File: config.mk
export PLATFORM = sky130hd
export DESIGN_NAME = wavelet_lowpass_decimator
export DESIGN_NICKNAME = d
export VERILOG_FILES = /design/src/design/wld_pkg.sv /design/src/design/wld_tap_cell.sv /design/src/design/wavelet_lowpass_decimator.sv
export SDC_FILE = /design/constraint.sdc
export NUM_CORES = 2
export LEC_CHECK = 0
export ABC_AREA = 0
export BUFFER_PORTS_ARGS = -buffer_cell sky130_fd_sc_hd__buf_2
export CORE_ASPECT_RATIO = 0.5
export CORE_MARGIN = 3
export CORE_UTILIZATION = 65
export DETAILED_ROUTE_END_ITERATION = 16
export PLACE_DENSITY = 0.83
export SLEW_MARGIN = 20
export SYNTH_ARGS = -nofsm -noshare
export SYNTH_HDL_FRONTEND = slang
export SYNTH_SLANG_ARGS = --single-unit
File: constraint.sdc
create_clock -name clk -period 10.4 [get_ports clk]
set_input_delay 1.04 -clock clk [delete_from_list [all_inputs] [get_ports clk]]
set_output_delay 1.04 -clock clk [all_outputs]
set_load 0.01 [all_outputs]
File: src/design/wld_pkg.sv
`timescale 1ns / 1ps
// ----------------------------------------------------------------------------
// wld_pkg
// Shared constants for the wavelet low-pass decimator: default widths,
// mode codes and the Daubechies-2 low-pass coefficients.
// ----------------------------------------------------------------------------
package wld_pkg;

  localparam int SAMPLE_BITS_DEF = 16;
  localparam int TIME_BITS_DEF   = 32;

  localparam int MODE_W = 2;
  localparam logic [MODE_W-1:0] MODE_HAAR = 2'd0;
  localparam logic [MODE_W-1:0] MODE_D4   = 2'd1;

  localparam int NUM_TAPS    = 4;
  localparam int COEF_W      = 17;
  localparam int ROUND_SHIFT = 14;

  // Q0.16 coefficients ordered from the newest sample to the oldest.
  localparam logic signed [COEF_W-1:0] D4_COEF [NUM_TAPS] = '{
    -17'sd8481, 17'sd14689, 17'sd54822, 17'sd31652
  };

endpackage

File: src/design/wld_tap_cell.sv
`timescale 1ns / 1ps
// ----------------------------------------------------------------------------
// wld_tap_cell
// One cell of the sample history chain. On each shift it takes the sample
// and timestamp from its neighbor, keeps them, and registers the product of
// the incoming sample with its filter coefficient.
// ----------------------------------------------------------------------------
module wld_tap_cell
  import wld_pkg::*;
#(
  parameter int SAMPLE_BITS = SAMPLE_BITS_DEF,
  parameter int TIME_BITS   = TIME_BITS_DEF
) (
  input  logic                                  clk,
  input  logic                                  shift_en,
  input  logic signed [COEF_W-1:0]              coef,
  input  logic        [SAMPLE_BITS-1:0]         sample_in,
  input  logic        [TIME_BITS-1:0]           time_in,
  output logic        [SAMPLE_BITS-1:0]         sample_q,
  output logic        [TIME_BITS-1:0]           time_q,
  output logic signed [SAMPLE_BITS+COEF_W-1:0]  prod_q
);

  localparam int PROD_W = SAMPLE_BITS + COEF_W;

  logic        [SAMPLE_BITS-1:0] sample_r;
  logic        [TIME_BITS-1:0]   time_r;
  logic signed [PROD_W-1:0]      prod_r;
  logic signed [PROD_W-1:0]      prod_nxt;

  assign prod_nxt = PROD_W'($signed({1'b0, sample_in})) * PROD_W'(coef);

  always_ff @(posedge clk) begin
    if (shift_en) begin
      sample_r <= sample_in;
      time_r   <= time_in;
      prod_r   <= prod_nxt;
    end
  end

  assign sample_q = sample_r;
  assign time_q   = time_r;
  assign prod_q   = prod_r;

endmodule

File: src/design/wavelet_lowpass_decimator.sv
`timescale 1ns / 1ps
// ----------------------------------------------------------------------------
// wavelet_lowpass_decimator
// Haar / Daubechies-2 low-pass decimator with passthrough for a stream of
// state-of-charge samples and their timestamps.
// ----------------------------------------------------------------------------
// The block accepts one input word per clock cycle unless a stalled output
// holds the tap stage full. Each accepted word is first shifted into a chain
// of four tap cells that each multiply their new sample by one filter
// coefficient and register the product; the taps are then added, rounded,
// and loaded into the output register. Haar mode emits one word per pair,
// Daubechies-2 one word per stride of two after four samples, passthrough one
// word per sample. A write to the mode register restarts the window.
module wavelet_lowpass_decimator
  import wld_pkg::*;
#(
  parameter int SAMPLE_BITS = SAMPLE_BITS_DEF,
  parameter int TIME_BITS   = TIME_BITS_DEF
) (
  input  logic                   clk,
  input  logic                   rst_n,
  input  logic                   cfg_valid,
  output logic                   cfg_ready,
  input  logic [MODE_W-1:0]      cfg_data,
  input  logic                   in_tvalid,
  output logic                   in_tready,
  // soc_sample, sample_time, zero fill
  input  logic [((SAMPLE_BITS+TIME_BITS+7)/8)*8-1:0] in_tdata,
  input  logic                   in_tlast,
  output logic                   out_tvalid,
  input  logic                   out_tready,
  // avg_soc, avg_time, zero fill
  output logic [((SAMPLE_BITS+TIME_BITS+6+7)/8)*8-1:0] out_tdata,
  output logic                   out_tlast
);

  localparam int OUT_W      = ((SAMPLE_BITS + TIME_BITS + 6 + 7) / 8) * 8;
  localparam int SOC_OUT_W  = SAMPLE_BITS + 4;
  localparam int TIME_OUT_W = TIME_BITS + 2;
  localparam int PROD_W     = SAMPLE_BITS + COEF_W;
  localparam int ACC_W      = PROD_W + 2;
  localparam logic signed [ACC_W-1:0] ROUND_ADD = ACC_W'(1 << (ROUND_SHIFT - 1));

  typedef enum logic [1:0] {
    KIND_HAAR,
    KIND_D4,
    KIND_PASS
  } kind_t;

  logic [MODE_W-1:0] mode_r;
  logic [1:0]        pos_r;
  logic [1:0]        pos_nxt;
  logic              emit_nxt;
  kind_t             kind_nxt;

  logic  a_valid_r;
  kind_t a_kind_r;
  logic  a_last_r;

  logic                  out_valid_r;
  logic [SOC_OUT_W-1:0]  out_soc_r;
  logic [TIME_OUT_W-1:0] out_time_r;
  logic                  out_last_r;

  logic in_fire;
  logic cfg_fire;
  logic out_free;

  logic        [SAMPLE_BITS-1:0] tap_sample [NUM_TAPS];
  logic        [TIME_BITS-1:0]   tap_time   [NUM_TAPS];
  logic signed [PROD_W-1:0]      tap_prod   [NUM_TAPS];

  logic        [SAMPLE_BITS-1:0] in_soc;
  logic        [TIME_BITS-1:0]   in_time;

  logic signed [ACC_W-1:0]       acc;
  logic signed [ACC_W-1:0]       acc_rnd;
  logic        [SAMPLE_BITS:0]   haar_soc_sum;
  logic        [TIME_BITS:0]     haar_time_sum;
  logic        [TIME_OUT_W-1:0]  d4_time_sum;
  logic        [SOC_OUT_W-1:0]   soc_nxt;
  logic        [TIME_OUT_W-1:0]  time_nxt;

  assign in_soc  = in_tdata[SAMPLE_BITS-1:0];
  assign in_time = in_tdata[SAMPLE_BITS +: TIME_BITS];

  assign out_free  = !out_valid_r || out_tready;
  assign in_tready = !a_valid_r || out_free;
  assign in_fire   = in_tvalid && in_tready;
  assign cfg_ready = 1'b1;
  assign cfg_fire  = cfg_valid && cfg_ready;

  // History chain: the newest sample enters cell 0.
  for (genvar k = 0; k < NUM_TAPS; k++) begin : g_tap
    logic [SAMPLE_BITS-1:0] s_in;
    logic [TIME_BITS-1:0]   t_in;
    if (k == 0) begin : g_head
      assign s_in = in_soc;
      assign t_in = in_time;
    end else begin : g_link
      assign s_in = tap_sample[k-1];
      assign t_in = tap_time[k-1];
    end
    wld_tap_cell #(
      .SAMPLE_BITS (SAMPLE_BITS),
      .TIME_BITS   (TIME_BITS)
    ) u_cell (
      .clk       (clk),
      .shift_en  (in_fire),
      .coef      (D4_COEF[k]),
      .sample_in (s_in),
      .time_in   (t_in),
      .sample_q  (tap_sample[k]),
      .time_q    (tap_time[k]),
      .prod_q    (tap_prod[k])
    );
  end

  always_comb begin
    pos_nxt  = pos_r;
    emit_nxt = 1'b0;
    kind_nxt = KIND_PASS;
    unique case (mode_r)
      MODE_HAAR: begin
        kind_nxt = KIND_HAAR;
        if (pos_r == 2'd0) begin
          pos_nxt = 2'd1;
        end else begin
          emit_nxt = 1'b1;
          pos_nxt  = 2'd0;
        end
      end
      MODE_D4: begin
        kind_nxt = KIND_D4;
        if (pos_r == 2'd3) begin
          emit_nxt = 1'b1;
          pos_nxt  = 2'd2;
        end else begin
          pos_nxt = pos_r + 2'd1;
        end
      end
      default: begin
        emit_nxt = 1'b1;
        pos_nxt  = 2'd0;
      end
    endcase
    if (in_tlast) begin
      pos_nxt = 2'd0;
    end
  end

  always_ff @(posedge clk) begin
    if (!rst_n) begin
      mode_r    <= MODE_HAAR;
      pos_r     <= 2'd0;
      a_valid_r <= 1'b0;
      a_kind_r  <= KIND_HAAR;
      a_last_r  <= 1'b0;
    end else begin
      if (cfg_fire) begin
        mode_r <= cfg_data;
        pos_r  <= 2'd0;
      end else if (in_fire) begin
        pos_r <= pos_nxt;
      end
      if (in_fire) begin
        a_valid_r <= emit_nxt;
        a_kind_r  <= kind_nxt;
        a_last_r  <= in_tlast;
      end else if (out_free) begin
        a_valid_r <= 1'b0;
      end
    end
  end

  always_comb begin
    acc = ACC_W'(tap_prod[0]) + ACC_W'(tap_prod[1])
        + ACC_W'(tap_prod[2]) + ACC_W'(tap_prod[3]);
    acc_rnd       = acc + ROUND_ADD;
    haar_soc_sum  = {1'b0, tap_sample[0]} + {1'b0, tap_sample[1]};
    haar_time_sum = {1'b0, tap_time[0]} + {1'b0, tap_time[1]};
    d4_time_sum   = {2'b00, tap_time[0]} + {2'b00, tap_time[1]}
                  + {2'b00, tap_time[2]} + {2'b00, tap_time[3]};
    case (a_kind_r)
      KIND_HAAR: begin
        soc_nxt  = SOC_OUT_W'({haar_soc_sum, 1'b0});
        time_nxt = {haar_time_sum, 1'b0};
      end
      KIND_D4: begin
        soc_nxt  = acc_rnd[ROUND_SHIFT +: SOC_OUT_W];
        time_nxt = d4_time_sum;
      end
      default: begin
        soc_nxt  = SOC_OUT_W'({tap_sample[0], 2'b00});
        time_nxt = {tap_time[0], 2'b00};
      end
    endcase
  end

  always_ff @(posedge clk) begin
    if (!rst_n) begin
      out_valid_r <= 1'b0;
    end else if (out_free) begin
      out_valid_r <= a_valid_r;
    end
  end

  always_ff @(posedge clk) begin
    if (out_free && a_valid_r) begin
      out_soc_r  <= soc_nxt;
      out_time_r <= time_nxt;
      out_last_r <= a_last_r;
    end
  end

  assign out_tvalid = out_valid_r;
  assign out_tdata  = OUT_W'({out_time_r, out_soc_r});
  assign out_tlast  = out_last_r;

`ifndef SYNTHESIS
  a_series_restart: assert property (@(posedge clk) disable iff (!rst_n)
    (in_fire && in_tlast) |=> (pos_r == 2'd0))
    else $error("window not restarted after end of series");

  a_haar_pos: assert property (@(posedge clk) disable iff (!rst_n)
    (mode_r == MODE_HAAR) |-> (pos_r == 2'd0 || pos_r == 2'd1))
    else $error("Haar window position out of range");

  a_stage_hold: assert property (@(posedge clk) disable iff (!rst_n)
    (a_valid_r && !out_free) |=> (a_valid_r && $stable(a_last_r) && !$past(in_fire)))
    else $error("tap stage changed while stalled");
`endif

endmodule

==> impl_results.md <==
- CP Launch Type: input pin
- DPL Wire Length: 69,700 um
- Synth async-reset ratio: 0%
- Die area: 0.0613 mm^2
- Final hold vios: 0
- CTS tree: yes
- Antenna Nets Post-Route: 0
- Core area: 0.0566 mm^2
- Initial Util: 66.9%
- Vias post-DR: 24,900
- Antenna cells: 0
- Cts bufs inserted: 36
- 1st-pass router iterations: 6
- Data required, critical path: 10.78 ns
- Max-slew violation count: 0
- Number of global-route vias before repair: 25,900
- Setup TNS: 0 ns
- RSZ-0062 raised after global routing: false
- Area contributors post-synth: edfxtp_1 (27%), fa_1 (24%), ha_1 (21%)
- Setup ws final: 3.49 ns
- DRC errors left: 0
- Hold slack: 0.437 ns
- CP arrival: 7.29 ns
- First-pass GRT wire length: 140,000 um
- Top-count cell post-synth: inv_1
- Post-synth EDFFs: 346
- Avg WL per Cell: 20.5 um
- Max-cap violations: 0
- Final #Nets: 4,594
- Number of I/O pins: 116
- Worst Path Buf+Inv: 5
- Critical path, cell by cell: buf_2, fa_1, inv_1, fa_1, inv_1, fa_1, fa_1, fa_1, inv_1, fa_1, inv_1, ha_1, a21o_1, a21o_1, a21o_1, a21o_1, a2111oi_0, and3b_1, nor3_1, nor3_4, mux2_1, o2111ai_1
- Max stage delay on crit path: 0.55 ns
- Syn. warnings: 0
- Slew headroom: 16.7%
- Row Count: 61
- CTS H-tree depth: 2
- Remaining global-route overflow: 0
- Final period util: 66.4%
- Post-route minimum period: 6.91 ns
- DRT Wirelength: 86,800 um
- Chip height: 177 um
- Largest net degree at the start of global routing: 150
- Layout cells sized above 1: 5.76%
- Drt initial violations: 1,871
- Main synth FF type: edfxtp_1
- Post-synth cell types: 86
- Multi-input logic area: 0.0247 mm^2
- Most frequent CP cell: fa_1
- Endpoint type of the worst setup path: flop
- Buffers added on ports: 112
- Fmax: 145 MHz
- Clock sinks: 355
- PostCTS Resize Cnt: 0
- Setup CP Type: input pin to flop
- Via-per-instance ratio: 5.89
- Gr usage total: 29.4%
- Clock transition at the registers of the reported paths: 0.06 ns
- Register Area: 0.0106 mm^2
- Worst Max-Slew Pin Slew: 1.25 ns
- Met1 usage: 41.1%
- Placer Congestion: 0.964
- Grt met3 use: 5.01%
- Busiest layer in global routing: met2
- Sequential share of the synthesized area: 27.9%
- Top cell family by delay on the critical path: adder cells
- Post-CTS Repair Setup Buffers: 0
- HP Class: flop to flop
- Yosys reg bits: 355
- GR Util met2: 48.5%
- Area growth, synth to finish: 6.81%
- # hold bufs at CTS: 0
- Dpl ws: 2.93 ns
- CP max stage cell: fa_1
- Netlist Area Pre-Place: 0.0378 mm^2
- Initial antenna violation count: 1
- Clock skew: 0.0237 ns
- CTS Buffer Depth: 3
- Mapped Cells: 3,321
- Worst-path maximum fanout: 6
- Yosys top cell area share: 27.5%
- Yosys top cell by area: edfxtp_1
- Status: completed
- Final-report setup violation count: 0
- Skew-Pair Late Insertion Delay: 0.56 ns
- Root Buffer: clkbuf_16
- Filler cells: 3,927
- Die width: 347 um
- Synth cell count leaders: inv_1 (645), ha_1 (632), fa_1 (461)
- Syn_area_per_cell: 11.4 um^2
[cells by family (layout without fill, tap and decap cells)]
kind of cell | Yosys count | after routing | share of synthesized area, %
fa+ha+maj | 1094 | 1094 | 45.3
xor+xnor | 172 | 172 | 3.98
compound gates | 576 | 576 | 10.1
other cells | 2 | 3 | 0.0198
simple gates | 430 | 430 | 5.56
mux | 12 | 12 | 0.327
buf+inv | 680 | 828 | 6.78
flops | 355 | 355 | 27.9
[through the flow]
| stage | instance area (um^2) | instances | util, % |
|---|---|---|---|
| after CTS | 40400 | 4226 | 71.5 |
| final | 40400 | 4226 | 71.5 |
| after detailed placement | 39300 | 4163 | 69.4 |
| after floorplan | 37800 | 3322 | - |
| after global routing | 40400 | 4226 | 71.5 |
| after global placement | 39300 | 4163 | 69.4 |
[layout by cell type, fill, tap and decap left out, drive strengths merged, types with 16 or more instances in the layout]
cell    instances
nand3          39
buf           119
o21bai         30
nand2b         22
nand2          96
edfxtp        346
a21oi         169
ha            632
nor3           44
nor2b          26
nor2          122
and3           17
a21o           85
clkinv         16
xnor2         122
o21ai         100
a31oi          19
xor2           50
a211oi         31
o21a           26
clkbuf         41
inv           648
fa            461
[layer usage]
metal	part of all wire [%]	routed length [um]	up-vias
li1	-	-	11600
met1	44	38300	12400
met2	47	40800	757
met3	6.6	5700	133
met4	2.2	1900	2
met5	0.013	11	-
[state kept, by name (all words and copies together), names as in the netlist]
signal	cells
out_tvalid	1
a_last_r	1
a_valid_r	1
g_tap.u_cell.prod_q	121
a_kind_r	2
g_tap.u_cell.sample_q	42
g_tap.u_cell.time_q	128
out_soc_r	20
out_time_r	34
out_tlast	1
mode_r	2
pos_r	2
[layout make-up]
type                    instances  area share, %
clock inverters                22          0.529
repair buffers                119           1.52
flip-flops and latches        355           26.2
inverters                     646           6.02
clock buffers                  41           2.28
well taps                     756           2.34
multi-input cells            2287           61.2
[worst reg2reg max path: cells and delay by family (launching register included)]
kind            cells  cell delay (ns)
fa+ha+maj           7             3.04
compound gates      6             1.67
flops               1             0.72
buf+inv             4             0.37
simple gates        1             0.18
xor+xnor            1             0.12
[path summary, 6_finish.rpt]
kind / from / endpoint / slack (ns) / cells after the start
worst max-delay path: in_tdata[11] / g_tap[0].u_cell.prod_q[29]$_DFFE_PP_ / 3.49 / 22
worst min-delay path: a_last_r$_SDFFE_PN0P_ / out_tlast$_DFFE_PP_ / 0.44 / 0
worst max register to register: g_tap[0].u_cell.sample_q[2]$_DFFE_PP_ / g_tap[1].u_cell.prod_q[29]$_DFFE_PP_ / 4.04 / 19
worst min register to register: a_last_r$_SDFFE_PN0P_ / out_tlast$_DFFE_PP_ / 0.44 / 0
Power is not shown: default switching activity piles up to over one toggle a cycle in this logic, so the estimate is an artifact.
